$ cat src/rtl/sc2a_pkg.sv
`timescale 1ns / 1ps
// Shared types, constants and character ROMs for the scancode decoder.
// No dependencies; used by sc2a_decode and scancode_to_ascii_decoder.
package sc2a_pkg;

  localparam int CodeW = 8;
  localparam int KeyW  = 7;
  localparam int CharW = 7;
  localparam int LockW = 3;
  localparam int ShftW = 2;

  localparam logic [KeyW-1:0] KEY_LSHIFT = 7'h2a;
  localparam logic [KeyW-1:0] KEY_RSHIFT = 7'h36;
  localparam logic [KeyW-1:0] KEY_CAPS   = 7'h3a;
  localparam logic [KeyW-1:0] KEY_NUM    = 7'h45;
  localparam logic [KeyW-1:0] KEY_SCROLL = 7'h46;

  localparam logic [LockW-1:0] LOCK_CAPS   = 3'b100;
  localparam logic [LockW-1:0] LOCK_NUM    = 3'b010;
  localparam logic [LockW-1:0] LOCK_SCROLL = 3'b001;

  localparam logic [CharW-1:0] CHAR_UPPER_A = 7'h41;
  localparam logic [CharW-1:0] CHAR_UPPER_Z = 7'h5a;
  localparam logic [CharW-1:0] CASE_OFFSET  = 7'h20;

  localparam logic [CodeW-1:0] LED_CMD_RESET = 8'd237;

  // configuration register indexes
  localparam logic CFG_INIT_LOCK = 1'b0;
  localparam logic CFG_LED_CMD   = 1'b1;

  // result kinds
  localparam logic KIND_KEY = 1'b0;
  localparam logic KIND_CMD = 1'b1;

  typedef struct packed {
    logic             pressed;
    logic [CharW-1:0] character;
    logic             is_letter;
    logic [KeyW-1:0]  key_number;
    logic             lock_press;
    logic [ShftW-1:0] shift_nxt;
    logic [LockW-1:0] lock_nxt;
  } dec_t;

  function automatic logic [CharW-1:0] rom_plain(input logic [KeyW-1:0] key);
    logic [CharW-1:0] ch;
    unique case (key)
      7'h02: ch = 7'h31;  7'h03: ch = 7'h32;  7'h04: ch = 7'h33;  7'h05: ch = 7'h34;
      7'h06: ch = 7'h35;  7'h07: ch = 7'h36;  7'h08: ch = 7'h37;  7'h09: ch = 7'h38;
      7'h0a: ch = 7'h39;  7'h0b: ch = 7'h30;  7'h0c: ch = 7'h2d;  7'h0d: ch = 7'h5e;
      7'h0e: ch = 7'h08;  7'h0f: ch = 7'h09;
      7'h10: ch = 7'h51;  7'h11: ch = 7'h57;  7'h12: ch = 7'h45;  7'h13: ch = 7'h52;
      7'h14: ch = 7'h54;  7'h15: ch = 7'h59;  7'h16: ch = 7'h55;  7'h17: ch = 7'h49;
      7'h18: ch = 7'h4f;  7'h19: ch = 7'h50;  7'h1a: ch = 7'h40;  7'h1b: ch = 7'h5b;
      7'h1c: ch = 7'h0a;  7'h1e: ch = 7'h41;  7'h1f: ch = 7'h53;
      7'h20: ch = 7'h44;  7'h21: ch = 7'h46;  7'h22: ch = 7'h47;  7'h23: ch = 7'h48;
      7'h24: ch = 7'h4a;  7'h25: ch = 7'h4b;  7'h26: ch = 7'h4c;  7'h27: ch = 7'h3b;
      7'h28: ch = 7'h3a;  7'h2b: ch = 7'h5d;  7'h2c: ch = 7'h5a;  7'h2d: ch = 7'h58;
      7'h2e: ch = 7'h43;  7'h2f: ch = 7'h56;
      7'h30: ch = 7'h42;  7'h31: ch = 7'h4e;  7'h32: ch = 7'h4d;  7'h33: ch = 7'h2c;
      7'h34: ch = 7'h2e;  7'h35: ch = 7'h2f;  7'h37: ch = 7'h2a;  7'h39: ch = 7'h20;
      7'h47: ch = 7'h37;  7'h48: ch = 7'h38;  7'h49: ch = 7'h39;  7'h4a: ch = 7'h2d;
      7'h4b: ch = 7'h34;  7'h4c: ch = 7'h35;  7'h4d: ch = 7'h36;  7'h4e: ch = 7'h2b;
      7'h4f: ch = 7'h31;
      7'h50: ch = 7'h32;  7'h51: ch = 7'h33;  7'h52: ch = 7'h30;  7'h53: ch = 7'h2e;
      default: ch = '0;
    endcase
    return ch;
  endfunction

  // shifted table: only the entries that differ from the plain one
  function automatic logic [CharW-1:0] rom_shifted(input logic [KeyW-1:0] key);
    logic [CharW-1:0] ch;
    unique case (key)
      7'h02: ch = 7'h21;  7'h03: ch = 7'h22;  7'h04: ch = 7'h23;  7'h05: ch = 7'h24;
      7'h06: ch = 7'h25;  7'h07: ch = 7'h26;  7'h08: ch = 7'h27;  7'h09: ch = 7'h28;
      7'h0a: ch = 7'h29;  7'h0b: ch = 7'h7e;  7'h0c: ch = 7'h3d;  7'h0d: ch = 7'h7e;
      7'h1a: ch = 7'h60;  7'h1b: ch = 7'h7b;  7'h27: ch = 7'h2b;  7'h28: ch = 7'h2a;
      7'h2b: ch = 7'h7d;  7'h33: ch = 7'h3c;  7'h34: ch = 7'h3e;  7'h35: ch = 7'h3f;
      7'h73: ch = 7'h5f;  7'h7d: ch = 7'h7c;
      default: ch = rom_plain(key);
    endcase
    return ch;
  endfunction

endpackage

$ cat src/rtl/sc2a_decode.sv
`timescale 1ns / 1ps
// Combinational decode of one scancode: shift/lock update and character lookup.
// Depends on sc2a_pkg.
module sc2a_decode (
  input  logic [sc2a_pkg::CodeW-1:0] code,
  input  logic [sc2a_pkg::ShftW-1:0] shift_bits,
  input  logic [sc2a_pkg::LockW-1:0] lock_bits,
  output sc2a_pkg::dec_t             dec
);
  import sc2a_pkg::*;

  logic [KeyW-1:0]  key;
  logic             pressed;
  logic [LockW-1:0] toggle;
  logic [ShftW-1:0] shift_nxt;
  logic [LockW-1:0] lock_nxt;
  logic [CharW-1:0] ch_raw;
  logic             letter;
  logic             lower;

  assign key     = code[KeyW-1:0];
  assign pressed = ~code[CodeW-1];

  always_comb begin
    shift_nxt = shift_bits;
    toggle    = '0;
    if (key == KEY_LSHIFT) begin
      shift_nxt[0] = pressed;
    end else if (key == KEY_RSHIFT) begin
      shift_nxt[1] = pressed;
    end else if (pressed && key == KEY_CAPS) begin
      toggle = LOCK_CAPS;
    end else if (pressed && key == KEY_NUM) begin
      toggle = LOCK_NUM;
    end else if (pressed && key == KEY_SCROLL) begin
      toggle = LOCK_SCROLL;
    end
  end

  assign lock_nxt = lock_bits ^ toggle;
  assign ch_raw   = (shift_nxt == '0) ? rom_plain(key) : rom_shifted(key);
  assign letter   = (ch_raw >= CHAR_UPPER_A) && (ch_raw <= CHAR_UPPER_Z);
  // lowercase when caps lock agrees with shift (both off or both on)
  assign lower    = letter && ((lock_nxt[2]) == (shift_nxt != '0));

  always_comb begin
    dec.pressed    = pressed;
    dec.character  = lower ? (ch_raw + CASE_OFFSET) : ch_raw;
    dec.is_letter  = letter;
    dec.key_number = key;
    dec.lock_press = (toggle != '0);
    dec.shift_nxt  = shift_nxt;
    dec.lock_nxt   = lock_nxt;
  end

endmodule

$ cat src/rtl/scancode_to_ascii_decoder.sv
`timescale 1ns / 1ps
// Set-1 scancode to ASCII decoder, top level.
// Depends on sc2a_pkg and sc2a_decode.

// Each accepted scancode gives one key result; a press of caps, num or scroll
// lock adds two command bytes (LED command, then the new lock bits), one per
// cycle while the output is not stalled. Other codes sustain one per cycle
// while the output is not stalled. The input register lets a new code be taken
// while a result waits on a stalled output; decoding holds while command bytes
// are still pending. Writing CFG_INIT_LOCK loads the lock state straight away,
// but a scancode decoded in the same cycle sets the lock state instead.
module scancode_to_ascii_decoder (
  input  logic                         clk,
  input  logic                         rst_n,
  input  logic                         in_valid,
  output logic                         in_stall,
  input  logic [sc2a_pkg::CodeW-1:0]   in_scancode,
  output logic                         out_valid,
  input  logic                         out_stall,
  output logic                         out_kind,
  output logic                         out_pressed,
  output logic [sc2a_pkg::CharW-1:0]   out_character,
  output logic                         out_is_letter,
  output logic [sc2a_pkg::KeyW-1:0]    out_key_number,
  output logic [sc2a_pkg::CodeW-1:0]   out_command_byte,
  output logic [sc2a_pkg::ShftW-1:0]   out_shift_state,
  output logic                         out_last,
  input  logic                         cfg_we,
  input  logic                         cfg_index,
  input  logic [sc2a_pkg::CodeW-1:0]   cfg_wdata
);
  import sc2a_pkg::*;

  typedef enum logic [1:0] {
    PEND_NONE,
    PEND_LED,
    PEND_LOCK
  } pend_t;

  pend_t              pend_r;
  logic               in_valid_r;
  logic [CodeW-1:0]   code_r;
  logic [ShftW-1:0]   shift_bits_r;
  logic [LockW-1:0]   lock_bits_r;
  logic [CodeW-1:0]   led_code_r;

  logic               out_valid_r;
  logic               kind_r;
  logic               pressed_r;
  logic [CharW-1:0]   character_r;
  logic               is_letter_r;
  logic [KeyW-1:0]    key_number_r;
  logic [CodeW-1:0]   command_byte_r;
  logic               last_r;

  dec_t               dec;
  logic               out_fire;
  logic               advance;

  sc2a_decode u_decode (
    .code       (code_r),
    .shift_bits (shift_bits_r),
    .lock_bits  (lock_bits_r),
    .dec        (dec)
  );

  assign out_fire = out_valid_r && !out_stall;
  // output register free for a new key result
  assign advance  = !out_valid_r || (out_fire && pend_r == PEND_NONE);
  assign in_stall = in_valid_r && !advance;

  // input register
  always_ff @(posedge clk) begin
    if (!rst_n) begin
      in_valid_r <= 1'b0;
    end else if (!in_stall) begin
      in_valid_r <= in_valid;
      if (in_valid) begin
        code_r <= in_scancode;
      end
    end
  end

  // decoder state, configuration, output register and pending commands
  always_ff @(posedge clk) begin
    if (!rst_n) begin
      shift_bits_r <= '0;
      lock_bits_r  <= '0;
      led_code_r   <= LED_CMD_RESET;
      out_valid_r  <= 1'b0;
      pend_r       <= PEND_NONE;
    end else begin
      if (cfg_we) begin
        case (cfg_index)
          CFG_INIT_LOCK: lock_bits_r <= cfg_wdata[LockW-1:0];
          CFG_LED_CMD:   led_code_r  <= cfg_wdata;
          default:       led_code_r  <= led_code_r;
        endcase
      end
      if (in_valid_r && advance) begin
        shift_bits_r   <= dec.shift_nxt;
        lock_bits_r    <= dec.lock_nxt;
        out_valid_r    <= 1'b1;
        kind_r         <= KIND_KEY;
        pressed_r      <= dec.pressed;
        character_r    <= dec.character;
        is_letter_r    <= dec.is_letter;
        key_number_r   <= dec.key_number;
        command_byte_r <= '0;
        last_r         <= !dec.lock_press;
        pend_r         <= dec.lock_press ? PEND_LED : PEND_NONE;
      end else if (out_fire) begin
        unique case (pend_r)
          PEND_LED: begin
            kind_r         <= KIND_CMD;
            pressed_r      <= 1'b0;
            character_r    <= '0;
            is_letter_r    <= 1'b0;
            key_number_r   <= '0;
            command_byte_r <= led_code_r;
            last_r         <= 1'b0;
            pend_r         <= PEND_LOCK;
          end
          PEND_LOCK: begin
            kind_r         <= KIND_CMD;
            pressed_r      <= 1'b0;
            character_r    <= '0;
            is_letter_r    <= 1'b0;
            key_number_r   <= '0;
            command_byte_r <= {{(CodeW-LockW){1'b0}}, lock_bits_r};
            last_r         <= 1'b1;
            pend_r         <= PEND_NONE;
          end
          default: begin
            out_valid_r <= 1'b0;
          end
        endcase
      end
    end
  end

  assign out_valid        = out_valid_r;
  assign out_kind         = kind_r;
  assign out_pressed      = pressed_r;
  assign out_character    = character_r;
  assign out_is_letter    = is_letter_r;
  assign out_key_number   = key_number_r;
  assign out_command_byte = command_byte_r;
  assign out_shift_state  = shift_bits_r;
  assign out_last         = last_r;

endmodule
$ cat config.mk
export PLATFORM = sky130hd
export DESIGN_NAME = scancode_to_ascii_decoder
export DESIGN_NICKNAME = d
export VERILOG_FILES = /design/src/rtl/sc2a_pkg.sv /design/src/rtl/sc2a_decode.sv /design/src/rtl/scancode_to_ascii_decoder.sv
export SDC_FILE = /design/constraint.sdc
export NUM_CORES = 1
export LEC_CHECK = 0
export BUFFER_PORTS_ARGS = -buffer_cell sky130_fd_sc_hd__buf_2
export CORE_MARGIN = 1
export CORE_UTILIZATION = 53
export CTS_BUF_LIST = sky130_fd_sc_hd__clkbuf_16
export DETAILED_ROUTE_END_ITERATION = 10
export GPL_ROUTABILITY_DRIVEN = 1
export HOLD_SLACK_MARGIN = 0.03
export MAX_ROUTING_LAYER = met4
export PLACE_DENSITY_LB_ADDON = 0.15
export REMOVE_ABC_BUFFERS = 1
export SYNTH_ARGS = -nofsm -noshare
export SYNTH_HDL_FRONTEND = slang
export SYNTH_SLANG_ARGS = --single-unit
export TNS_END_PERCENT = 100
$ cat constraint.sdc
create_clock -name clk -period 3.7 [get_ports clk]
set_input_delay 0.185 -clock clk [delete_from_list [all_inputs] [get_ports clk]]
set_output_delay 0.185 -clock clk [all_outputs]
set_load 0.01 [all_outputs]
==> qor.txt <==
Port bufs: 51
Largest net degree at the start of global routing: 24
Layout Nets: 562
Yosys top cell area share: 24.76%
Crit end category: register
Crit-path max FO: 12
Global-route wire length before repair: 17420 um
Measured slew at the worst slew-check pin: 915.9 ps
Die Height: 90.20 um
Cts bufs inserted: 9
Most frequent cells in the layout: buf_2 (52), nand2_1 (46), nor2_1 (39)
H-tree lvl count: 3
Clock Skew: 5.284 ps
Static Leak: 1.977 nW
Synth Area per Inst: 8.904 sq um
Max-slew violations: 0
Setup TNS: 0 ps
DRC: 0
Vias per cell: 6.212
Most used DFF post-synth: edfxtp_1
Asr flop ratio synth: 0%
Site row count: 31
Post-CTS Hold Buffers: 0
Cell variety after synth: 82
Max incr delay on CP: 470 ps
Fin Hold WS: 49.25 ps
Number of synthesis warnings: 0
Antenna-violating nets left: 0
Post-synth EDFFs: 34
Most common cell after layout, fill and taps aside: buf_2
Most frequent CP cell: buf_4
DPL Wire Length: 7447 um
Status: finished clean
Post-synthesis sequential area ratio: 36.42%
Element type at the critical path start: register
Total gr overflow: 0
Layout cells sized above 1: 25.14%
Relative max-transition margin: 37.73%
HP Class: in2reg
Die area: 8135 sq um
Area Overhead vs Synth: 20.88%
Yosys reg bits: 58
Worst EP required: 3770 ps
Pwr dens: 377.8 nW/um^2
Area leader, netlist: edfxtp_1
Final setup fails: 0
Routed vias: 3926
N_diodes: 0
DRT Pass-1 Iters: 5
Sink Count: 58
Starting Density: 55.94%
Area contributors post-synth: edfxtp_1 (25%), dfxtp_1 (12%), nand2_1 (4.2%), mux2i_1 (4.1%), ha_1 (3.6%)
Drt wl/cell: 17.15 um
Crit path time final: 3590 ps
Fin. Hold Viols: 0
Final WL: 10840 um
Crit path DAT: 3660 ps
Clock latency on the worst-skew pair: 320 ps
Total GRT Usage: 27.48%
Sequence of cells on the critical path: buf_4 > a21bo_2 > a21oi_2 > or3_4 > o31a_1 > buf_4 > mux2i_2 > ha_2 > nor4_1 > nand3_1 > nor4b_4 > a211oi_2 > mux2i_1
Core area: 7370 sq um
Clock root cell: clkbuf_16
Initial antenna violation count: 0
Placer Congestion: 0.9575
I/O pins: 52
Final period util: 97.02%
Crit path kind: reg2reg
Number of global-route vias before repair: 3631
Crit path max-delay cell type: edfxtp_1
CTS tree: built
Fmax: 278.6 MHz
Worst VDD drop: 214.7 uV
Cell Area, Synth: 4123 sq um
Syn Inst Count: 463
Die width: 90.20 um
DR iter-0 viols: 250
Max clock buf depth: 2
Clock transition at the registers of the reported paths: 50 ps
Max Cap Viol: 0
## Yosys cell counts (14+ instances only)
cell	count
buf_2	15
nor2_1	40
o21ai_0	20
nand2_1	46
dfxtp_1	24
a21oi_1	20
edfxtp_1	34
nand3_1	14
clkbuf_1	16
mux2i_1	17
## logic make-up after synthesis
kind of cell / count (synthesis) / share of synthesized area [%]
xor+xnor: 8 / 1.700
compound gates: 117 / 20.61
buf+inv: 48 / 5.189
simple gates: 195 / 25.83
flops: 58 / 36.42
fa+ha+maj: 13 / 3.885
mux: 24 / 6.373
## area by class of cell
class,count,area [sq um]
clock buffer,9,225.2
clock inverter,7,61.31
tap,99,123.9
inverter,10,37.54
fill,613,2386
sequential,58,1501
multi-input combinational,357,2452
timing repair buffer,92,581.8
## critical path, delay by kind of cell, from the launching register on
family                   cells  cell delay (ps)
AND/OR/NAND/NOR              4             1260
multiplexers                 2              290
flip-flops                   1              470
buffers and inverters        2              430
AO/OA/AOI/OAI                4              630
adder cells (fa/ha/maj)      1              240
## metal layers
layer / global-route usage, % / share of wire, % / routed length (um)
met5: - / 0 / 0
met1: 33.84 / 42 / 4573
met2: 43.13 / 48 / 5252
met4: 14.65 / 3.2 / 346
met3: 4.738 / 6.2 / 667
## worst paths after layout
path / start / to / slack [ps] / cells past startpoint
setup / recovery: code_r[1]$_DFFE_PP_ / out_character[6]$_SDFFCE_PN0P_ / 110 / 13
hold reg to reg: led_code_r[4]$_SDFFE_PN0P_ / led_code_r[4]$_SDFFE_PN0P_ / 460 / 2
setup reg to reg: code_r[1]$_DFFE_PP_ / out_character[6]$_SDFFCE_PN0P_ / 110 / 13
hold / removal: in_scancode[0] / code_r[0]$_DFFE_PP_ / 50 / 1
## report_power, final
| part | switching (mW) | internal, mW | leakage [nW] |
|---|---|---|---|
| Combinational | 0.204 | 0.149 | 1.33 |
| Sequential | 0.0244 | 0.715 | 0.496 |
| Clock | 0.278 | 0.512 | 0.148 |
| Total | 0.506 | 1.38 | 1.98 |
## repair_timing
item,CTS,global route
resized for setup,0,10
setup buffers,0,9
setup endpoints to repair,0,3
## through the flow
stage	utilization, %	setup WS [ps]	power (mW)	std cells	area [sq um]
finish	67.62	110.2	1.883	632	4984
global route	67.62	-80.67	1.954	632	4984
CTS	66.01	6.470	1.870	623	4865
detailed placement	62.12	41.91	1.079	607	4578
global placement	62.12	182.5	1.073	607	4578
floorplan	-	-326.2	0.9679	425	3946
Power figures use the tool's default switching activity.
